--- config.mk ---
export PLATFORM = sky130hd
export DESIGN_NAME = sffc_front
export DESIGN_NICKNAME = d
export VERILOG_FILES = /design/src/rtl/sffc_pkg.sv /design/src/rtl/sffc_front.sv
export SDC_FILE = /design/constraint.sdc
export NUM_CORES = 1
export LEC_CHECK = 0
export ABC_AREA = 1
export BUFFER_PORTS_ARGS = -buffer_cell sky130_fd_sc_hd__buf_2
export CAP_MARGIN = 40
export CELL_PAD_IN_SITES_DETAIL_PLACEMENT = 0
export CELL_PAD_IN_SITES_GLOBAL_PLACEMENT = 1
export CORE_ASPECT_RATIO = 1.4
export CORE_MARGIN = 5
export CORE_UTILIZATION = 32
export DETAILED_ROUTE_END_ITERATION = 10
export PLACE_DENSITY_LB_ADDON = 0.1
export RECOVER_POWER = 50
export SYNTH_ARGS = -nofsm -noshare
export SYNTH_HDL_FRONTEND = slang
export SYNTH_SLANG_ARGS = --single-unit
--- constraint.sdc ---
create_clock -name vclk -period 4.1
set_input_delay 0.41 -clock vclk [all_inputs]
set_output_delay 0.41 -clock vclk [all_outputs]
set_load 0.02 [all_outputs]
--- src/rtl/sffc_pkg.sv ---
package sffc_pkg;

  // Fixed formats
  localparam int SAMPLE_BITS   = 24;
  localparam int COEF_BITS     = 24;
  localparam int LEVEL_BITS    = 25;
  localparam int THR_BITS      = 15;
  localparam int OGAIN_BITS    = 16;
  localparam int GR_BITS       = 14;
  localparam int GR_MAX        = 15360;
  localparam int LEVEL_FLOOR   = 17;
  localparam int CFG_IDX_BITS  = 3;
  localparam int CFG_DATA_BITS = 24;
  localparam int QDEPTH        = 4;
  localparam int QPTR_BITS     = $clog2(QDEPTH);

  // Configuration register indexes
  typedef enum logic [CFG_IDX_BITS-1:0] {
    CFG_THRESHOLD = 3'd0,
    CFG_RATIO     = 3'd1,
    CFG_SOFT_KNEE = 3'd2,
    CFG_ATTACK    = 3'd3,
    CFG_RELEASE   = 3'd4,
    CFG_OUT_GAIN  = 3'd5
  } sffc_cfg_idx_e;

  typedef struct packed {
    logic signed [SAMPLE_BITS-1:0] left_sample;
    logic signed [SAMPLE_BITS-1:0] right_sample;
    logic signed [SAMPLE_BITS-1:0] sidechain_left;
    logic signed [SAMPLE_BITS-1:0] sidechain_right;
    logic                          sidechain_present;
  } sffc_in_t;

  typedef struct packed {
    logic signed [SAMPLE_BITS-1:0] left_out;
    logic signed [SAMPLE_BITS-1:0] right_out;
    logic [GR_BITS-1:0]            gain_reduction;
  } sffc_out_t;

  typedef struct packed {
    logic signed [THR_BITS-1:0] thresh;
    logic [2:0]                 ratio_select;
    logic                       soft_knee_on;
    logic [COEF_BITS-1:0]       attack_coef;
    logic [COEF_BITS-1:0]       release_coef;
    logic [OGAIN_BITS-1:0]      output_gain;
  } sffc_cfg_t;

  // Classified frame handed from front to back
  typedef struct packed {
    logic signed [SAMPLE_BITS-1:0] left;
    logic signed [SAMPLE_BITS-1:0] right;
    logic [LEVEL_BITS-1:0]         level;
  } sffc_item_t;

  typedef enum logic [4:0] {
    BK_IDLE, BK_LOG, BK_DB, BK_DIFF, BK_KNEE1, BK_KNEE2, BK_KNEE3,
    BK_EXP, BK_GAIN, BK_SHIFT, BK_REL1, BK_REL2, BK_ATK1, BK_ATK2,
    BK_FINL1, BK_FINL2, BK_FINR1, BK_FINR2, BK_WRITE
  } sffc_bk_state_e;

  // Slope 1 - 1/ratio in Q16; codes 6 and 7 both act as 20 to one
  function automatic logic [15:0] slope_of(input logic [2:0] sel);
    logic [15:0] s;
    case (sel)
      3'd0:    s = 16'd0;
      3'd1:    s = 16'd32768;
      3'd2:    s = 16'd49152;
      3'd3:    s = 16'd54613;
      3'd4:    s = 16'd57344;
      3'd5:    s = 16'd60075;
      default: s = 16'd62259;
    endcase
    return s;
  endfunction

  // 2^(-2^-(k+1)) in Q0.24
  function automatic logic [23:0] pow_coef(input logic [3:0] k);
    logic [23:0] c;
    case (k)
      4'd0:    c = 24'd11863283;
      4'd1:    c = 24'd14107901;
      4'd2:    c = 24'd15384775;
      4'd3:    c = 24'd16065917;
      4'd4:    c = 24'd16417715;
      4'd5:    c = 24'd16596492;
      4'd6:    c = 24'd16686609;
      4'd7:    c = 24'd16731852;
      4'd8:    c = 24'd16754518;
      4'd9:    c = 24'd16765863;
      4'd10:   c = 24'd16771539;
      default: c = 24'd16774377;
    endcase
    return c;
  endfunction

endpackage

--- src/rtl/sffc_front.sv ---
module sffc_front import sffc_pkg::*; (
  input  logic       in_valid_i,
  output logic       in_ready_o,
  input  sffc_in_t   in_data_i,
  input  logic       q_full_i,
  output logic       push_o,
  output sffc_item_t item_o
);

  logic signed [SAMPLE_BITS-1:0] det_a, det_b;
  logic [SAMPLE_BITS-1:0]        mag_a, mag_b, mag_max;
  logic [LEVEL_BITS-1:0]         lvl;

  assign in_ready_o = !q_full_i;
  assign push_o     = in_valid_i && !q_full_i;

  // Detector source select and peak magnitude
  always_comb begin
    det_a   = in_data_i.sidechain_present ? in_data_i.sidechain_left  : in_data_i.left_sample;
    det_b   = in_data_i.sidechain_present ? in_data_i.sidechain_right : in_data_i.right_sample;
    mag_a   = det_a[SAMPLE_BITS-1] ? SAMPLE_BITS'(-det_a) : SAMPLE_BITS'(det_a);
    mag_b   = det_b[SAMPLE_BITS-1] ? SAMPLE_BITS'(-det_b) : SAMPLE_BITS'(det_b);
    mag_max = (mag_a > mag_b) ? mag_a : mag_b;
    lvl     = {mag_max, 1'b0};
    if (lvl < LEVEL_BITS'(LEVEL_FLOOR)) begin
      lvl = LEVEL_BITS'(LEVEL_FLOOR);
    end
  end

  assign item_o.left  = in_data_i.left_sample;
  assign item_o.right = in_data_i.right_sample;
  assign item_o.level = lvl;

endmodule

Word level (Yosys, flattened, before mapping)
Cells that the tools add are included.
Storage, ports and cells
  output and inout bits: 75
  word-level logic and storage cells: 12
  bits in registers: 0
  input port bits: 99
Operators by class
  mux-type cells: 6
  order comparisons: 2
  reductions and logical operators: 2
  add/sub/neg operators: 2
Operators with widths (count)
  $mux 24: 5
  $neg 24->24: 2
  $lt 25x5->1 const B: 1
  $mux 25: 1
  $gt 24x24->1: 1
  $logic_and 1x1->1: 1
  $logic_not 1->1: 1

Longest topological paths before layout
Gate-level depths: netlist of the first run.
  word-level depth: 7
  mapped depth: 33
  gate-level depth less buffers: 31

Worst setup path before layout of the first run
OpenSTA, ideal clock, no wires.
  path type: input-to-output
  start: in in_data_i[0] (netlist bit)
  end: out item_o[4] (netlist bit)
  required time: 3690 ps
  stages on the path: 32
  data arrival time: 3627 ps
  slack: 63 ps
  path buffers: 2
  cell sequence: inv_2 > buf_8 > nand2_1 > nand2_2 > inv_1 > ha_1 > nand3_2 > nor2_4 > nand3_1 > nor2_2 > nand2_1 > nand2_1 > nand2_1 > nand2_1 > inv_1 > ha_1 > nand2_1 > nor2_1 > and2_1 > nand2_1 > inv_1 > nand2_1 > nand3_1 > nand2_1 > inv_1 > buf_2 > nand2_1 > nand2_1 > nand2_1 > nor2_1 > nand3_2 > o21bai_1
RTL lines
  start, declared: line sffc_front.sv:4  | input sffc_in_t in_data_i,
  end, declared: line sffc_front.sv:7  | output sffc_item_t item_o

==> run metrics, run 1 <==
Worst Path Required=3.69 ns; Pwr Density=206 mW/mm²; Largest stage delay, worst path=0.27 ns; Fin. Hold Viols=0; Fin Hold WS=1.07 ns; Max Cap Viol=0; Crit path top cell by count=buf_4; number of global-route vias before repair=5468; met3 GRT Util=0.00795; Seq/Total Area, Yosys=0; Final ANT Viol Nets=0; Cell Rows=49; fin crit period=4.27 ns; I/O Buffers=174; layout cells sized above 1=0.520; Tot Pwr=1.52 mW; FMAX=0.234 GHz; Antenna diodes=0; Synth area leader=nand2_1; Cell Area, Synth=0.00424 mm²; first-pass GRT wire length=24800 µm; Vias=5814; Reg area=0 µm²; post-synth top area share=0.303; Mapped Nets=946; crit-path max FO=7; total wire length=15800 µm; pin count of the biggest net entering global routing=27; final setup fails=6; final core occ=0.573; via density per instance=4.42; CP arrival=3.86 ns; area delta synth->final=74.7%; dpl cells=1266; slowest stage cell, crit path=bufbuf_16; syn avg cell area=5.16 µm²; met2 Use GR=0.362; Rel. slew slack=0.772; hpwl dp=12500 µm; count leader, synth=nand2_1; Final GP Congestion=0.848; failing checks=negative setup slack; initial core utilization=0.328; gr busiest metal=met2; Core Box Area=0.0129 mm²; RSZ-0062 raised after global routing=yes; die span in y=146 µm; Die ar.=0.0157 mm²; initial antenna violation count=0; CP Launch Type=primary input; critical path class=in -> out; sequential cell count=0; Post-synth top cells=nand2_1 (342), inv_1 (114), buf_4 (52); final net count=1264; chip width=107 µm; clock buf count=0; GR Util met1=0.232; drt drc=0; hold crit path type=in -> out; Initial DRC Count=132; Pre-antenna DRT Iters=4; VDD IR-drop max=0.260 mV; Synth area leaders=nand2_1 (30%), inv_1 (10%), buf_4 (9.2%), ha_1 (7.7%), nand3_1 (5.8%); Post-Layout Cell Count=1315; Syn. warnings=0; Slew Viols, Final=0; Slew @ Worst Pin=0.342 ns; Synth Instances=821; Synth cell types=36; Critical Path Sink Type=primary output; crit share post-route=1.04; Worst Setup Slack, final=-0.173 ns; io pins=174; GRT Util Overall=0.186; Remaining Overflow, GRT=0; P_leak=4.15 nW; status=finished, violations left; drt wl/cell=12.0 µm
[cell usage in the layout, fill, tap and decap left out, types with 9 or more instances in the layout]
cell type / instances
o21ai_2: 11
buf_6: 13
inv_1: 103
clkbuf_1: 34
a21oi_1: 9
buf_2: 132
nor2_2: 22
nand3_2: 16
nor2_4: 27
nor2_1: 30
inv_2: 14
nand2_2: 90
nand2_1: 272
nand2_4: 17
nand4_1: 12
buf_4: 189
ha_4: 11
buf_12: 9
o21ai_1: 10
o21ai_4: 9
nand3_1: 35
ha_1: 15
[critical path: cells and delay by family]
| kind | cells | cell delay (ns) |
|---|---|---|
| buffers and inverters | 21 | 2.59 |
| AND/OR/NAND/NOR | 10 | 0.83 |
[logic make-up (layout without fill, tap and decap cells)]
| logic type | after synthesis | in the layout | share of synthesized area |
|---|---|---|---|
| simple gates | 535 | 535 | 0.577 |
| buf+inv | 194 | 510 | 0.241 |
| compound gates | 54 | 54 | 0.0773 |
| fa+ha+maj | 26 | 26 | 0.0767 |
| xor+xnor | 12 | 12 | 0.0283 |
[metal layers]
metal  wire, µm  vias to the layer above
li1           -                     3093
met1       6490                     2591
met2       8550                      117
met3        639                       13
met4        139                        0
met5          0                        -
[final timing paths]
kind | start | to | slack, ns | cells past startpoint
max | in_data_i[0] | item_o[23] | -0.17 | 31
min | in_data_i[89] | item_o[65] | 1.07 | 2
[power breakdown]
part / internal [mW] / switching (mW)
clock network: 0 / 0
logic: 0.719 / 0.805
registers: 0 / 0
total: 0.719 / 0.805
[layout make-up]
cell class         count  area, µm²
fillers             1380       5530
multi-input cells    627       3940
repair buffers       386       2760
well taps            178        223
inverters            124        487
[repair_timing]
action                                  CTS  global route
endpoints found under the setup margin    5             9
pin swaps                                65            59
setup buffers                            35             7
hold buffers                              0             0
cloned                                    5             2
gates resized for setup                 143            94
[metrics by stage]
| step | area [µm²] | TNS (ns) | setup slack (ns) |
|---|---|---|---|
| 6_report | 7410 | -0.791 | -0.173 |
| 5_1_grt | 7410 | -2.15 | -0.370 |
| 4_1_cts | 6980 | -0.207 | -0.0511 |
| 3_5_place_dp | 6090 | -1.97 | -0.399 |
| 3_3_place_gp | 6090 | -1.74 | -0.355 |
| 2_1_floorplan | 4240 | 0 | 0.0626 |
Note: power is estimated with default switching activity, not from simulation.
==> inputs of run 2 (changes only) <==
==> constraint.sdc (replaced) <==
create_clock -name vclk -period 4.1
set_input_delay 0 -clock vclk [all_inputs]
set_output_delay 0 -clock vclk [all_outputs]
set_load 0.02 [all_outputs]
==> run 2 against run 1 <==
- the run now ends clean
- via count fell by 16%
- fmax rose by 14%
- flip-flop and latch count unchanged
- first-iteration DRC count is 12% higher
- wire length fell by 17%
- final area shrank 34%
- worst setup slack improved by 0.53 ns
- cell count fell by 15%
- global-route usage is 2.8 points lower
- die area did not move
- critical path depth rose by 1
- core utilization is 20 points lower
- largest cell class unchanged
==> run metrics, run 2 (same netlist as run 1, synthesis figures left out) <==
clock buf count=0 (unchanged); crit share post-route=0.913 (was 1.04); hold path depth=2 (unchanged); I/O Buffers=174 (unchanged); slowest stage cell, crit path=ha_1 (was bufbuf_16); CP arrival=3.75 ns (was 3.86 ns); Largest stage delay, worst path=0.30 ns (was 0.27 ns); initial core utilization=0.328 (unchanged); critical path class=in -> out (unchanged); via density per instance=4.38 (was 4.42); drt drc=0 (unchanged); Reg area=0 µm² (unchanged); Slew @ Worst Pin=0.516 ns (was 0.342 ns); layout cells sized above 1=0.270 (was 0.520); Hold Path End=item_o[25] (was item_o[65]); Worst Path Required=4.10 ns (was 3.69 ns); Vias=4877 (was 5814); Cell Rows=49 (unchanged); Final GP Congestion=0.842 (was 0.848); status=completed (was finished, violations left); P_leak=2.93 nW (was 4.15 nW); Antenna diodes=0 (unchanged); drt wl/cell=11.8 µm (was 12.0 µm); Die ar.=0.0157 mm² (unchanged); worst path buffer plus inverter count=9 (was 21); FMAX=0.267 GHz (was 0.234 GHz); Max Cap Viol=0 (unchanged); hpwl dp=11700 µm (was 12500 µm); Final ANT Viol Nets=0 (unchanged); Pre-antenna DRT Iters=4 (unchanged); Remaining Overflow, GRT=0 (unchanged); most common cell after layout, fill and taps aside=nand2_1 (unchanged); total wire length=13200 µm (was 15800 µm); delay-heaviest family, CP=simple AND/OR/NAND/NOR gates (was buffers and inverters); Pwr Density=193 mW/mm² (was 206 mW/mm²); Core Box Area=0.0129 mm² (unchanged); HP Start=in_data_i[49] (was in_data_i[89]); fin crit period=3.75 ns (was 4.27 ns); sequential cell count=0 (unchanged); VDD IR-drop max=0.142 mV (was 0.260 mV); GRT Util Overall=0.158 (was 0.186); commonest non-fill, non-tap cells in the layout=nand2_1 (341), buf_2 (137), inv_1 (114), nand3_1 (48), nor2_1 (47) (was nand2_1 (272), buf_4 (189), buf_2 (132), inv_1 (103), nand2_2 (90)); Fin. Hold Viols=0 (unchanged); initial antenna violation count=0 (unchanged); Crit path top cell by count=nand2_1 (was buf_4); crit-path max FO=15 (was 7); Setup TNS Final=0 ns (was -0.791 ns); final core occ=0.375 (was 0.573); CP Launch Type=primary input (unchanged); final setup fails=0 (was 6); Rel. slew slack=0.656 (was 0.772); die span in y=146 µm (unchanged); final net count=1062 (was 1264); first-pass GRT wire length=21100 µm (was 24800 µm); number of global-route vias before repair=4620 (was 5468); pin count of the biggest net entering global routing=37 (was 27); area delta synth->final=14.5% (was 74.7%); hold crit path type=in -> out (unchanged); Slew Viols, Final=0 (unchanged); io pins=174 (unchanged); Critical Path Sink Type=primary output (unchanged); chip width=107 µm (unchanged); Initial DRC Count=148 (was 132)
[run 2: cell types whose count changed in the layout (fill, tap and decap cells not counted), moves of 13 or more]
cell	change
nand2_1	+69
nand2_2	-56
buf_4	-184
nor2_1	+17
nand3_1	+13
nor2_4	-15
[run 2: area by class of cell]
cell class / instances / area (µm²)
Inverter: 124 / 465
Timing Repair Buffer: 184 / 935
Fill cell: 1592 / 8080
Multi-Input combinational cell: 627 / 3230
Tap cell: 178 / 223
[run 2: worst max path at each step]
| stage | from | end | slack (ns) | depth (start not counted) |
|---|---|---|---|---|
| floorplan | in_data_i[0] | item_o[4] | 0.88 | 32 |
| global placement | in_data_i[0] | item_o[2] | 0.22 | 32 |
| detailed placement | in_data_i[0] | item_o[1] | 0.21 | 32 |
| CTS | in_data_i[0] | item_o[1] | 0.18 | 32 |
| global route | in_data_i[0] | item_o[1] | -0.009 | 32 |
| finish | in_data_i[0] | item_o[3] | 0.35 | 32 |
[run 2: report_power, final]
| group | internal [mW] | leakage [nW] | switching, mW |
|---|---|---|---|
| combinational | 0.318 | 2.93 | 0.621 |
| sequential | 0 | 0 | 0 |
| clock | 0 | 0 | 0 |
[run 2: per-layer routing]
| layer | vias to the layer above | GRT usage | wire (µm) |
|---|---|---|---|
| li1 | 2686 | - | - |
| met1 | 2077 | 0.196 | 5570 |
| met2 | 105 | 0.300 | 6730 |
| met3 | 9 | 0.0106 | 703 |
| met4 | 0 | 0.0179 | 166 |
| met5 | - | 0 | 0 |
[run 2: repair_timing]
item,4_1_cts,5_1_grt
setup endpoints to repair,0,5
hold endpoints to repair,0,0
hold buffers,0,0
gates resized for setup,0,12
buffers inserted,0,1
[run 2: metrics by stage]
step	power [mW]	worst slack, ns	std cells	hold WS [ns]	cell area [µm²]
5_1_grt	1.05	-0.00920	1113	0.261	4850
4_1_cts	0.940	0.184	1112	0.232	4840
3_3_place_gp	0.941	0.223	1112	0.234	4840
6_report	0.938	0.355	1113	0.246	4850
3_5_place_dp	0.934	0.210	1112	0.232	4840
2_1_floorplan	0.695	0.883	821	0.0766	4240
==> inputs of run 3 (changes only) <==
Settings changed: BUFFER_PORTS_ARGS -buffer_cell sky130_fd_sc_hd__buf_2 to unset, CORE_UTILIZATION 32 to 43, DONT_BUFFER_PORTS set to 1.
==> run 3 against run 2 <==
- total power decreased by 20%
- sequential share of layout area unchanged
- fmax increased by 3.4%
- die area decreased by 24%
- combinational power decreased by 20%
- global-route usage increased by 3.1 points
- via count decreased by 11%
==> run metrics, run 3 (same netlist as run 1, synthesis figures left out) <==
Slew @ Worst Pin=0.497 ns (was 0.516 ns); CP arrival=3.62 ns (was 3.75 ns); GRT Util Overall=0.189 (was 0.158); Antenna diodes=0 (unchanged); Tot Pwr=0.746 mW (was 0.938 mW); VDD IR-drop max=0.164 mV (was 0.142 mV); Rel. slew slack=0.668 (was 0.656); drt drc=0 (unchanged); io pins=174 (unchanged); first-pass GRT wire length=18900 µm (was 21100 µm); Reg area=0 µm² (unchanged); Pwr Density=191 mW/mm² (was 193 mW/mm²); Post-Layout Cell Count=891 (was 1113); critical path class=in -> out (unchanged); HP Start=in_data_i[50] (was in_data_i[49]); layout cells sized above 1=0.142 (was 0.270); hpwl dp=9920 µm (was 11700 µm); Critical Path Sink Type=primary output (unchanged); dpl cells=891 (was 1112); slowest stage cell, crit path=ha_1 (unchanged); most common cell after layout, fill and taps aside=nand2_1 (unchanged); hold path depth=0 (was 2); hold_buf cts=0 (unchanged); Max Cap Viol=0 (unchanged); fin crit period=3.62 ns (was 3.75 ns); CP Launch Type=primary input (unchanged); final setup fails=0 (unchanged); Setup TNS Final=0 ns (unchanged); Worst Path Required=4.10 ns (about the same); Final ANT Viol Nets=0 (unchanged); # fillers=1192 (was 1592); Crit path top cell by count=nand2_1 (unchanged); initial antenna violation count=0 (unchanged); hold crit path type=in -> out (unchanged); Die ar.=0.0120 mm² (was 0.0157 mm²); crit-path max FO=75 (was 15); Slew Viols, Final=0 (unchanged); area delta synth->final=-7.76% (was 14.5%); crit share post-route=0.883 (was 0.913); Initial DRC Count=188 (was 148); number of global-route vias before repair=4113 (was 4620); Core Box Area=0.00979 mm² (was 0.0129 mm²); Final GP Congestion=0.870 (was 0.842); Cell Rows=43 (was 49); Largest stage delay, worst path=0.26 ns (was 0.30 ns); sequential cell count=0 (unchanged); I/O Buffers=0 (was 174); initial core utilization=0.433 (was 0.328); FMAX=0.276 GHz (was 0.267 GHz); die span in y=127 µm (was 146 µm); Vias=4335 (was 4877); clock buf count=0 (unchanged); pin count of the biggest net entering global routing=76 (was 37); Remaining Overflow, GRT=0 (unchanged); Pre-antenna DRT Iters=5 (was 4); RSZ-0062 raised after global routing=no; P_leak=2.31 nW (was 2.93 nW); commonest non-fill, non-tap cells in the layout=nand2_1 (342), inv_1 (113), nand3_1 (49), nor2_1 (47), nand2_2 (33) (was nand2_1 (341), buf_2 (137), inv_1 (114), nand3_1 (48), nor2_1 (47)); via density per instance=4.87 (was 4.38); chip width=93.9 µm (was 107 µm); drt wl/cell=12.8 µm (was 11.8 µm); status=completed (unchanged); final net count=883 (was 1062); total wire length=11400 µm (was 13200 µm); Hold Path End=item_o[26] (was item_o[25]); Fin. Hold Viols=0 (unchanged)
run 3: cell type report:
class / instances / area, µm² / area share
multi-input cells: 627 / 3220 / 0.823
inverters: 124 / 469 / 0.120
well taps: 135 / 169 / 0.0432
repair buffers: 5 / 53.8 / 0.0138
run 3: worst max-delay path by stage:
stage / startpoint / endpoint / slack [ns] / cells past startpoint
final: in_data_i[0] / item_o[4] / 0.48 / 30
after global routing: in_data_i[0] / item_o[4] / 0.006 / 30
after CTS: in_data_i[0] / item_o[4] / 0.44 / 27
after detailed placement: in_data_i[0] / item_o[0] / 0.46 / 27
after global placement: in_data_i[0] / item_o[0] / 0.50 / 27
after floorplan: in_data_i[0] / item_o[4] / 0.88 / 32
run 3: critical path: cells and delay by family:
kind | cells | cell delay (ns)
simple gates | 20 | 2.14
buf+inv | 6 | 0.68
compound gates | 2 | 0.33
fa+ha+maj | 2 | 0.44
run 3: per-layer routing:
metal,vias up,wire length (µm),share of wire,GRT usage
li1,2322,-,-,-
met1,1898,5090,0.45,0.245
met2,101,5660,0.50,0.348
met3,14,439,0.038,0.00648
met4,0,220,0.019,0.0289
met5,-,0,0,0
run 3: what timing repair did:
item                                    in CTS  in global routing
resized for setup                            0                  5
setup buffers                                0                  0
endpoints found under the setup margin       0                  5
run 3: through the flow:
step,hold slack (ns),cell area (µm²),utilization,worst slack (ns)
detailed placement,0.000147,3900,0.399,0.455
CTS,0.000147,3900,0.399,0.435
global placement,0.000149,3900,0.399,0.496
finish,0.00000804,3910,0.399,0.479
global route,0.0000221,3910,0.399,0.00595
floorplan,0.0766,4240,-,0.883
run 3: where the power goes:
| part | internal (mW) | switching, mW |
|---|---|---|
| registers | 0 | 0 |
| logic | 0.217 | 0.529 |
| clock network | 0 | 0 |
| total | 0.217 | 0.529 |
