$ cat config.mk
export PLATFORM = sky130hd
export DESIGN_NAME = sffc_queue
export DESIGN_NICKNAME = d
export VERILOG_FILES = /design/src/rtl/sffc_pkg.sv /design/src/rtl/sffc_queue.sv
export SDC_FILE = /design/constraint.sdc
export NUM_CORES = 1
export LEC_CHECK = 0
export BUFFER_PORTS_ARGS = -buffer_cell sky130_fd_sc_hd__buf_4
export CAP_MARGIN = 20
export CORE_MARGIN = 2
export CORE_UTILIZATION = 50
export DETAILED_ROUTE_END_ITERATION = 10
export GPL_TIMING_DRIVEN = 0
export PLACE_DENSITY = 0.78
export REMOVE_ABC_BUFFERS = 1
export SKIP_LAST_GASP = 1
export SLEW_MARGIN = 20
export SYNTH_ARGS = -nofsm -noshare
export SYNTH_HDL_FRONTEND = slang
export SYNTH_SLANG_ARGS = --single-unit
$ cat constraint.sdc
create_clock -name clk_i -period 5 [get_ports clk_i]
set_clock_uncertainty 0.1 [all_clocks]
set_input_delay 1.5 -clock clk_i [delete_from_list [all_inputs] [get_ports clk_i]]
set_output_delay 1.5 -clock clk_i [all_outputs]
set_load 0.005 [all_outputs]
$ cat src/rtl/sffc_pkg.sv
package sffc_pkg;

  // Fixed formats
  localparam int SAMPLE_BITS   = 24;
  localparam int COEF_BITS     = 24;
  localparam int LEVEL_BITS    = 25;
  localparam int THR_BITS      = 15;
  localparam int OGAIN_BITS    = 16;
  localparam int GR_BITS       = 14;
  localparam int GR_MAX        = 15360;
  localparam int LEVEL_FLOOR   = 17;
  localparam int CFG_IDX_BITS  = 3;
  localparam int CFG_DATA_BITS = 24;
  localparam int QDEPTH        = 4;
  localparam int QPTR_BITS     = $clog2(QDEPTH);

  // Configuration register indexes
  typedef enum logic [CFG_IDX_BITS-1:0] {
    CFG_THRESHOLD = 3'd0,
    CFG_RATIO     = 3'd1,
    CFG_SOFT_KNEE = 3'd2,
    CFG_ATTACK    = 3'd3,
    CFG_RELEASE   = 3'd4,
    CFG_OUT_GAIN  = 3'd5
  } sffc_cfg_idx_e;

  typedef struct packed {
    logic signed [SAMPLE_BITS-1:0] left_sample;
    logic signed [SAMPLE_BITS-1:0] right_sample;
    logic signed [SAMPLE_BITS-1:0] sidechain_left;
    logic signed [SAMPLE_BITS-1:0] sidechain_right;
    logic                          sidechain_present;
  } sffc_in_t;

  typedef struct packed {
    logic signed [SAMPLE_BITS-1:0] left_out;
    logic signed [SAMPLE_BITS-1:0] right_out;
    logic [GR_BITS-1:0]            gain_reduction;
  } sffc_out_t;

  typedef struct packed {
    logic signed [THR_BITS-1:0] thresh;
    logic [2:0]                 ratio_select;
    logic                       soft_knee_on;
    logic [COEF_BITS-1:0]       attack_coef;
    logic [COEF_BITS-1:0]       release_coef;
    logic [OGAIN_BITS-1:0]      output_gain;
  } sffc_cfg_t;

  // Classified frame handed from front to back
  typedef struct packed {
    logic signed [SAMPLE_BITS-1:0] left;
    logic signed [SAMPLE_BITS-1:0] right;
    logic [LEVEL_BITS-1:0]         level;
  } sffc_item_t;

  typedef enum logic [4:0] {
    BK_IDLE, BK_LOG, BK_DB, BK_DIFF, BK_KNEE1, BK_KNEE2, BK_KNEE3,
    BK_EXP, BK_GAIN, BK_SHIFT, BK_REL1, BK_REL2, BK_ATK1, BK_ATK2,
    BK_FINL1, BK_FINL2, BK_FINR1, BK_FINR2, BK_WRITE
  } sffc_bk_state_e;

  // Slope 1 - 1/ratio in Q16; codes 6 and 7 both act as 20 to one
  function automatic logic [15:0] slope_of(input logic [2:0] sel);
    logic [15:0] s;
    case (sel)
      3'd0:    s = 16'd0;
      3'd1:    s = 16'd32768;
      3'd2:    s = 16'd49152;
      3'd3:    s = 16'd54613;
      3'd4:    s = 16'd57344;
      3'd5:    s = 16'd60075;
      default: s = 16'd62259;
    endcase
    return s;
  endfunction

  // 2^(-2^-(k+1)) in Q0.24
  function automatic logic [23:0] pow_coef(input logic [3:0] k);
    logic [23:0] c;
    case (k)
      4'd0:    c = 24'd11863283;
      4'd1:    c = 24'd14107901;
      4'd2:    c = 24'd15384775;
      4'd3:    c = 24'd16065917;
      4'd4:    c = 24'd16417715;
      4'd5:    c = 24'd16596492;
      4'd6:    c = 24'd16686609;
      4'd7:    c = 24'd16731852;
      4'd8:    c = 24'd16754518;
      4'd9:    c = 24'd16765863;
      4'd10:   c = 24'd16771539;
      default: c = 24'd16774377;
    endcase
    return c;
  endfunction

endpackage

$ cat src/rtl/sffc_queue.sv
module sffc_queue import sffc_pkg::*; (
  input  logic       clk_i,
  input  logic       rst_ni,
  input  logic       push_i,
  input  sffc_item_t item_i,
  output logic       full_o,
  output logic       valid_o,
  output sffc_item_t item_o,
  input  logic       pop_i
);

  sffc_item_t           mem_q [QDEPTH];
  logic [QPTR_BITS-1:0] wr_ptr_q, rd_ptr_q;
  logic [QPTR_BITS:0]   count_q;

  assign full_o  = (count_q == (QPTR_BITS+1)'(QDEPTH));
  assign valid_o = (count_q != '0);
  assign item_o  = mem_q[rd_ptr_q];

  // Pointers and fill count
  always_ff @(posedge clk_i or negedge rst_ni) begin
    if (!rst_ni) begin
      wr_ptr_q <= '0;
      rd_ptr_q <= '0;
      count_q  <= '0;
    end else begin
      if (push_i) wr_ptr_q <= wr_ptr_q + 1'b1;
      if (pop_i)  rd_ptr_q <= rd_ptr_q + 1'b1;
      if (push_i && !pop_i)      count_q <= count_q + 1'b1;
      else if (pop_i && !push_i) count_q <= count_q - 1'b1;
    end
  end

  // Storage
  always_ff @(posedge clk_i) begin
    if (push_i) mem_q[wr_ptr_q] <= item_i;
  end

endmodule

; ---- After elaboration in Yosys (flattened, before gate mapping)
; Memory sizes are Yosys's and may differ from the RTL's.
; Cells that the tools add are included.
[totals]
in_bits = 77
out_inout_bits = 75
latchBits = 0
ram_bits = 292
mem_bits_ro = 0
elab_cells = 19
reg_bits = 7
memories = 1
[op_classes]
order_cmp = 0
add_sub_neg = 4
div = 0
shifts = 0
eq_ne = 1
n_reduce_logical = 6
n_bitwise = 0
mux = 4
n_mul = 0
[mem_list]
columns = memory, depth, word_bits, read_ports, rd_ports_with_merged_regs, wr, line
row1 = mem_q, 4, 73, 1, 0, 1, sffc_queue.sv:12  ; sffc_item_t mem_q [QDEPTH];
[op_table]
columns = op, n
row1 = $mux 3, 2
row2 = $add 2x1->2 const B, 2
row3 = $add 3x1->3 const B, 1
row4 = $eq 3x3->1 const B, 1
row5 = $reduce_bool 3->1, 1
row6 = $sub 3x1->3 const B, 1
row7 = $logic_and 1x1->1, 2
row8 = $logic_not 1->1, 2
row9 = $mux 1, 2
row10 = $reduce_bool 2->1, 1

; ---- Longest topological paths before layout
; Gate-level depths: netlist of run 1.
[depth]
word_depth = 4
ltp_mapped = 7
depth_no_buf = 7

; ---- Worst setup path before layout of run 1
; Ideal clock, no wire load.
[synth_path]
path_kind = in2reg
from = input port push_i
to = memory mem_q[1][0] (netlist bit) (enable)
path_buffers = 0
setup_ps = 439
stages = 1
slack_ps = 1254
arrival_ps = 3207
required_time_ps = 4461
cell_sequence = and2_1
[synth_via]
elab_chain_len = 2
[synth_rtl]
columns = item, line
row1 = start: declaration, sffc_queue.sv:4  ; input logic push_i,
row2 = $mux 1, sffc_queue.sv:36  ; if (push_i) mem_q[wr_ptr_q] <= item_i;
row3 = $mux 1 (not written as such), sffc_queue.sv:36
row4 = end: declaration, sffc_queue.sv:12
; Every way passes these cells.

==> metrics.cfg, run 1 <==
[status]
status=complete, no violations

[critical_path]
critPathCaptureType=output pin
required_ns=3.40
path_max_fanout=30
ff2ff_setup_slack_ns=3.03
start_kind=flop
crit_type=reg -> out
cp_data_arrival_time_ns=2.28

[pwr]
p_sw_mw=1.99
p_sw_frac=0.259
clkPwrFrac=0.263
pwr-share-comb=0.280
power.density_nw_per_um2=575
seqPwrFrac=0.457
p_total_mw=7.68
leakage_nw=4.57
ir_drop_mv=0.388
intPower_mw=5.69

[final_layout]
syn_to_final_growth_pct=22.3
final-seq-area_um2=8950
fin_util=0.618
nFillCells=1460
drive_gt1_frac=0.457
fin_nets=671
multiInputGateArea_um2=1860
antenna_cells=0

[sta]
finalHoldViolCount=0
rsz0062_at_grt=no
setup_viol=0
hold_ws_ns=0.400
fin_crit_sh=0.775
worst_pin_slew_ns=0.675
drv_slew=0
timing.slew.headroom=0.550
period_needed_ns=3.88
max_freq_mhz=258

[placed_design]
dp_hpwl_um=11100
io_buffers=151
gp_congestion=0.686

[route]
wl_um=18900
routed_via_density=5.42
first_pass_iters=4
via_count=4817
drc=0
ant_nets=0
drtIter0Drc=240
wire_per_inst_um=21.3

[yosys]
synthFlopType=edfxtp_1
syn_avg_cell_area_um2=26.3
synthTopCellsByCount=292 x edfxtp_1, 73 x mux4_2, 7 x buf_2, 7 x dfrtp_1, 6 x buf_6
ys_top_cells_by_area=edfxtp_1 80%, mux4_2 15%, dfrtp_1 1.6%, buf_6 0.62%, ha_1 0.57%
synth_edf_count=292
yosysMostFrequentCell=edfxtp_1
netlist_area_um2=10900
ys_ff_latch=299
syn_inst=415
synth.top_cell.area_share=0.803
synth_async_sr_flop_share=0.0234
yosys.area.top_type=edfxtp_1
synth_cell_types=19
ys_seq_area_frac=0.819
yosys_warnings=0

[grt]
grt_max_degree=44
grt_pass1_wl_um=29600
antenna_found_initial=0
grt_usage=0.164
grt-ovfl-total=0
grt_pass1_vias=5348

[worst_hold_path]
hp-class=reg -> reg

[floorplanning]
coreArea_um2=21600
io_pins=152
fp.dieW_um=152
die_h_um=152
die_area_um2=23000
rows=54
initial_core_util=0.505

[flow_run]
cap_violations=0

[clock_network]
cts_resized=0
tritoncts=yes
cts-root-buf=clkbuf_16
cts_num_sinks=299
clk_pin_slew_worst_paths_ns=0.06
insertion_delay_ns=0.52
cts.path.max_buffers=3
holdBufCountCts=0
cts_made_buffers=29
post-cts-setup-buffers=0
cts_max_level=1

## final timing paths
kind	startpoint	end	depth (start not counted)
worst max-delay path	rd_ptr_q[0]$_DFFE_PN0P_	item_o[7]	3
worst min-delay path	count_q[2]$_DFFE_PN0P_	count_q[2]$_DFFE_PN0P_	1
worst max register to register	wr_ptr_q[0]$_DFFE_PN0P_	mem_q[2][40]$_DFFE_PP_	4
worst min register to register	count_q[2]$_DFFE_PN0P_	count_q[2]$_DFFE_PN0P_	1
max in group asynchronous	rst_ni	rd_ptr_q[1]$_DFFE_PN0P_	1
min in group asynchronous	rst_ni	count_q[1]$_DFFE_PN0P_	1
## cells by family (layout without fill, tap and decap cells)
group,count (synthesis),in the layout,synth area share
compound gates,1,1,0.000458
simple gates,9,9,0.00458
flops,299,299,0.819
mux,74,74,0.152
fa+ha+maj,6,6,0.00756
xor+xnor,6,6,0.00481
buf+inv,20,213,0.0125
## flip-flops by register name, summed over array words and instances, names as in the netlist
signal    flops
count_q       3
mem_q       292
rd_ptr_q      2
wr_ptr_q      2
## metal layers
layer	wire length, µm	global-route usage	vias to the layer above
met5	0	0	-
met4	323	0.0378	0
met3	1220	0.0399	27
met2	9890	0.287	149
met1	7490	0.212	2517
li1	-	-	2124
## worst max-delay path, stage by stage (launching register included)
cell and delay (ns):
dfrtp_4 0.71, buf_16 0.29, mux4_2 0.56, buf_4 0.15
## layout make-up
cell class | instances | area share
Sequential cell | 299 | 0.670
Timing Repair Buffer | 158 | 0.0975
Clock inverter | 16 | 0.0106
Inverter | 4 | 0.00112
Clock buffer | 35 | 0.0560
Tap cell | 280 | 0.0262
Multi-Input combinational cell | 96 | 0.139
## cell usage in the layout, fill, tap and decap left out
| master | n |
|---|---|
| edfxtp_1 | 292 |
| buf_4 | 151 |
| mux4_2 | 73 |
| clkbuf_16 | 29 |
| clkbuf_1 | 6 |
| ha_1 | 5 |
| clkinv_1 | 5 |
| dfrtp_1 | 5 |
| inv_1 | 4 |
| and2_4 | 4 |
| xor2_1 | 4 |
| clkinvlp_4 | 4 |
| buf_16 | 4 |
| clkinv_2 | 3 |
| buf_12 | 3 |
| xnor2_1 | 2 |
| nand2_1 | 2 |
| clkinv_4 | 2 |
| bufinv_16 | 2 |
| dfrtp_4 | 2 |
| or3_1 | 1 |
| nor3b_1 | 1 |
| mux2_2 | 1 |
| o21ai_0 | 1 |
| nor2_1 | 1 |
| fa_1 | 1 |
## through the flow
| step | setup TNS [ns] | instance area, µm² | setup WS [ns] | std cells |
|---|---|---|---|---|
| after floorplan | -14.04 | 10800 | -0.192 | 399 |
| after global placement | -155.24 | 12300 | -1.53 | 830 |
| after detailed placement | 0 | 12500 | 1.61 | 837 |
| after CTS | 0 | 13400 | 1.05 | 888 |
| after global routing | 0 | 13400 | 0.984 | 888 |
| final | 0 | 13400 | 1.12 | 888 |
## power groups by stage
| stage | clock network (mW) | logic [mW] | registers, mW |
|---|---|---|---|
| floorplan | 0 | 1.08 | 3.64 |
| global placement | 0 | 2.02 | 3.79 |
| detailed placement | 0 | 2.21 | 3.57 |
| CTS | 2.07 | 2.23 | 3.52 |
| global route | 2.17 | 2.33 | 3.56 |
| finish | 2.02 | 2.15 | 3.51 |
Note: power is estimated with default switching activity, not from simulation.
==> run 2: changes to the inputs <==
--- a/config.mk
+++ b/config.mk
@@ -11,7 +11,7 @@
 export CORE_UTILIZATION = 50
 export DETAILED_ROUTE_END_ITERATION = 10
 export GPL_TIMING_DRIVEN = 0
-export PLACE_DENSITY = 0.78
+export PLACE_DENSITY = 0.81
 export REMOVE_ABC_BUFFERS = 1
 export SKIP_LAST_GASP = 1
 export SLEW_MARGIN = 20
==> constraint.sdc (replaced) <==
create_clock -name clk_i -period 3.2 [get_ports clk_i]
set_clock_uncertainty 0.1 [all_clocks]
set_input_delay 0.96 -clock clk_i [delete_from_list [all_inputs] [get_ports clk_i]]
set_output_delay 0.96 -clock clk_i [all_outputs]
set_load 0.005 [all_outputs]
==> run 2 against run 1 <==
Via count rose by 0.85%. First-iteration DRC count grew 8.3%. Sequential cell count is the same. Core utilization is 0.17 points higher. Final cell count is the same. Total power increased by 56%. Global-route usage up 0.42 points. Largest cell class unchanged.
==> metrics.cfg, run 2 (synthesis gave the netlist of run 1 again) <==
[clock_network]
tritoncts=yes
insertion_delay_ns=0.51
cts_max_level=1
cts.path.max_buffers=3
clk_pin_slew_worst_paths_ns=0.06
cts-root-buf=clkbuf_16
holdBufCountCts=0
cts_made_buffers=28
cts_num_sinks=299
cts_resized=0

[grt]
antenna_found_initial=0
grt_pass1_wl_um=30200
use_met2=0.298
grt_usage=0.169
grt-ovfl-total=0
busiest_layer=met2
grt_max_degree=47
grt_pass1_vias=5474
gr-usage-met1=0.217
grt.met3_usage=0.0339

[route]
wire_per_inst_um=21.8
wl_um=19300
via_count=4858
first_pass_iters=4
ant_nets=0
drtIter0Drc=260
drc=0
routed_via_density=5.47

[sta]
fin_crit_sh=0.974
period_needed_ns=3.12
worst_pin_slew_ns=0.565
setup_viol=0
rsz0062_at_grt=yes
max_freq_mhz=321
timing.slew.headroom=0.623
finalHoldViolCount=0
drv_slew=0

[critical_path]
critPathCaptureType=output pin
reg2reg_from=wr_ptr_q[0]$_DFFE_PN0P_
cp_top_family=multiplexers
worst-path-buf-inv=2
start_kind=flop
worstPathCellList=bufbuf_16 -> mux4_2 -> buf_4
crit_path_top_delay_cell=mux4_2
required_ns=2.14
cp_data_arrival_time_ns=2.06
path_max_fanout=17
ff2ff_path_depth=4
rr_endpoint=mem_q[2][49]$_DFFE_PP_
ff2ff_setup_slack_ns=1.27
crit_type=reg -> out
critPathMaxStageDelay_ns=0.52

[pwr]
intPower_mw=8.91
p_sw_frac=0.258
seqPwrFrac=0.449
pwr-share-comb=0.302
power.density_nw_per_um2=896
clkPwrFrac=0.249
p_sw_mw=3.10
leakage_nw=4.60
ir_drop_mv=0.576
p_total_mw=12.0

[final_layout]
fin_area_um2=13400
fin_nets=674
final_cell_mix=292 x edfxtp_1, 153 x buf_4, 73 x mux4_2, 29 x clkbuf_16
layout_commonest_cell=edfxtp_1
top_register=mem_q
drive_gt1_frac=0.457
reg_top3=mem_q: 292 flops, count_q: 3 flops
final-seq-area_um2=8950
antenna_cells=0
nFillCells=1472
syn_to_final_growth_pct=22.7
largest_reg_flops=292
multiInputGateArea_um2=1860

[floorplanning]
coreArea_um2=21600
die_area_um2=23000
io_pins=152
fp.dieW_um=152
die_h_um=152
rows=54
initial_core_util=0.505

[worst_hold_path]
hp-class=in -> async

[placed_design]
dp_hpwl_um=11400
gp_congestion=0.736
dpl_cell_area_um2=12500
io_buffers=151

[status]
status=complete, no violations

[flow_run]
cap_violations=0

[run 2: metrics by stage]
step	hold WS, ns	std cells	setup slack (ns)	setup TNS (ns)	util
final	0.150	888	0.0846	0	0.620
after global routing	0.122	888	-0.0223	-0.134	0.620
after CTS	0.126	888	0.0332	0	0.620
after detailed placement	0.384	837	0.507	0	0.578
after global placement	0.366	830	-2.76	-600.63	0.568
after floorplan	0.349	399	-1.45	-107.23	-
[run 2: cell type report]
cell class              count  area share
clock buffers              37      0.0564
clock inverters            10     0.00551
inverters                   4     0.00112
multi-input cells          96       0.138
flip-flops and latches    299       0.668
well taps                 280      0.0261
repair buffers            162       0.105
[run 2: power by group through the flow]
stage | Combinational [mW] | Sequential [mW] | Clock, mW
floorplan | 1.68 | 5.69 | 0
global placement | 2.96 | 5.87 | 0
detailed placement | 3.51 | 5.54 | 0
CTS | 3.72 | 5.41 | 3.08
global route | 3.90 | 5.46 | 3.22
finish | 3.63 | 5.39 | 2.98
[run 2: layer usage]
layer	part of all wire	routed length [µm]
met1	0.40	7720
met2	0.53	10200
met3	0.055	1070
met4	0.015	298
met5	0	0
[run 2: worst register-to-register path, cell delays in order, from the launching register on]
cell     delay, ns
dfrtp_1       0.42
inv_1         0.11
ha_1          0.14
and2_4        0.47
buf_16        0.33
[run 2: timing repair]
action | 4_1_cts | 5_1_grt
cloned | 1 | 0
setup buffers | 3 | 0
hold endpoints to repair | 0 | 0
endpoints found under the setup margin | 72 | 15
[run 2: how the worst max path moves through the flow]
stage                                  startpoint         end  cells after the start
final                     rd_ptr_q[0]$_DFFE_PN0P_  item_o[33]                      3
after global routing      rd_ptr_q[0]$_DFFE_PN0P_  item_o[55]                      3
after CTS                 rd_ptr_q[0]$_DFFE_PN0P_  item_o[55]                      3
after detailed placement  rd_ptr_q[1]$_DFFE_PN0P_  item_o[57]                      3
after global placement    rd_ptr_q[0]$_DFFE_PN0P_  item_o[55]                      2
after floorplan           rd_ptr_q[0]$_DFFE_PN0P_   item_o[0]                      1
==> run 3: changes to the inputs <==
--- a/config.mk
+++ b/config.mk
@@ -8,10 +8,10 @@
 export BUFFER_PORTS_ARGS = -buffer_cell sky130_fd_sc_hd__buf_4
 export CAP_MARGIN = 20
 export CORE_MARGIN = 2
-export CORE_UTILIZATION = 50
+export CORE_UTILIZATION = 45
 export DETAILED_ROUTE_END_ITERATION = 10
 export GPL_TIMING_DRIVEN = 0
-export PLACE_DENSITY = 0.81
+export PLACE_DENSITY = 0.75
 export REMOVE_ABC_BUFFERS = 1
 export SKIP_LAST_GASP = 1
 export SLEW_MARGIN = 20
==> run 3 against run 2 <==
First-iteration DRC count decreased by 15%. Non-clock buffer count decreased by 2. Total power increased by 4.6%. Combinational power decreased by 2%. Global-route usage decreased by 1.6 points. Core utilization decreased by 5.5 points. Highest routed layer unchanged. Die area increased by 11%. Critical path depth unchanged. Count of clock-buffer cells in the layout increased by 6.
==> metrics.cfg, run 3 (synthesis gave the netlist of run 1 again) <==
[status]
status=complete, no violations

[route]
via_count=4888
wl_um=19500
wire_per_inst_um=20.8
ant_nets=0
first_pass_iters=4
drc=0
drtIter0Drc=221
routed_via_density=5.21

[clock_network]
cts_max_level=1
cts-root-buf=clkbuf_16
cts_num_sinks=299
cts_resized=0
post-cts-setup-buffers=2
cts_made_buffers=30
cts.path.max_buffers=3
insertion_delay_ns=0.54
tritoncts=yes
clk_pin_slew_worst_paths_ns=0.06
holdBufCountCts=0

[critical_path]
cp_data_arrival_time_ns=2.03
cp-startpoint=rd_ptr_q[0]$_DFFE_PN0P_
critPathCapture=item_o[55]
critPathCaptureType=output pin
start_kind=flop
worstPathCellList=buf_16 -> mux4_2 -> buf_4
reg2reg_from=wr_ptr_q[1]$_DFFE_PN0P_
worst-path-buf-inv=2
crit_type=reg -> out
crit_path_top_delay_cell=mux4_2
required_ns=2.14
crit_cells=3
ff2ff_path_depth=4
path_max_fanout=32
rr_endpoint=mem_q[1][61]$_DFFE_PP_
cp_top_family=multiplexers
critPathMaxStageDelay_ns=0.55
ff2ff_setup_slack_ns=1.20

[final_layout]
fin_nets=674
top_register=mem_q
instances_no_fill=939
reg_top3=mem_q: 292 flops, count_q: 3 flops
fin_area_um2=13600
antenna_cells=0
final_cell_mix=292 x edfxtp_1, 152 x buf_4, 73 x mux4_2, 31 x clkbuf_16, 9 x clkbuf_1
layout_commonest_cell=edfxtp_1
nFillCells=1809
syn_to_final_growth_pct=24.7
multiInputGateArea_um2=1860
largest_reg_flops=292
final-seq-area_um2=8950
drive_gt1_frac=0.462

[grt]
grt_pass1_wl_um=30200
antenna_found_initial=0
grt_max_degree=41
grt-ovfl-total=0
grt_usage=0.153
grt_pass1_vias=5353

[sta]
period_needed_ns=3.09
worst_pin_slew_ns=0.591
max_freq_mhz=323
hold_ws_ns=0.122
finalHoldViolCount=0
fin_crit_sh=0.967
drv_slew=0
timing.slew.headroom=0.606
setup_viol=0
rsz0062_at_grt=no

[floorplanning]
coreArea_um2=24100
initial_core_util=0.453
fp.dieW_um=160
rows=57
io_pins=152
die_h_um=160
die_area_um2=25500

[flow_run]
cap_violations=0

[placed_design]
dpl_cell_area_um2=12600
gp_congestion=0.657
dp_hpwl_um=11400
dp_cells=881
io_buffers=151

[pwr]
power.density_nw_per_um2=922
ir_drop_mv=0.677
leakage_nw=4.68

[worst_hold_path]
hp-class=in -> async

-- run 3: cell types whose count changed in the layout (fill, tap and decap cells not counted) --
cell / delta
buf_4: -1
bufbuf_16: -1
bufinv_16: +4
clkbuf_1: +1
clkbuf_16: +2
clkbuf_8: +3
clkinv_2: -1
-- run 3: metal layers --
layer	track usage	wire, µm
met5	0	0
met4	0.0381	422
met3	0.0348	1090
met2	0.268	10100
met1	0.195	7920
-- run 3: cell type report --
type | instances | area share
repair buffers | 160 | 0.0999
inverters | 4 | 0.00110
clock buffers | 43 | 0.0624
multi-input cells | 96 | 0.136
well taps | 324 | 0.0297
flip-flops and latches | 299 | 0.657
clock inverters | 13 | 0.0139
-- run 3: worst min-delay path by stage --
stage	cells past startpoint	start	to
2_1_floorplan	1	count_q[2]$_DFFE_PN0P_	count_q[2]$_DFFE_PN0P_
6_report	1	rst_ni	wr_ptr_q[1]$_DFFE_PN0P_
3_5_place_dp	1	count_q[2]$_DFFE_PN0P_	count_q[2]$_DFFE_PN0P_
5_1_grt	1	rst_ni	wr_ptr_q[0]$_DFFE_PN0P_
3_3_place_gp	1	count_q[2]$_DFFE_PN0P_	count_q[2]$_DFFE_PN0P_
4_1_cts	1	rst_ni	wr_ptr_q[0]$_DFFE_PN0P_
-- run 3: report_power, final --
group	internal [mW]	switching, mW
Sequential	5.13	0.261
Combinational	2.00	1.56
Clock	2.24	1.36
Total	9.37	3.19
-- run 3: worst register-to-register path, cell delays in order (launching register included) --
cell	delay, ns
dfrtp_1	0.41
inv_1	0.11
ha_1	0.17
and2_4	0.53
buf_16	0.32
-- run 3: stage by stage --
step / worst slack [ns] / power [mW] / setup TNS, ns / util
floorplan: -1.45 / 7.37 / -107.23 / -
global placement: -2.81 / 8.84 / -609.32 / 0.512
detailed placement: 0.439 / 9.08 / 0 / 0.521
CTS: 0.0471 / 12.8 / 0 / 0.565
global route: 0.00800 / 13.1 / 0 / 0.565
finish: 0.105 / 12.6 / 0 / 0.565
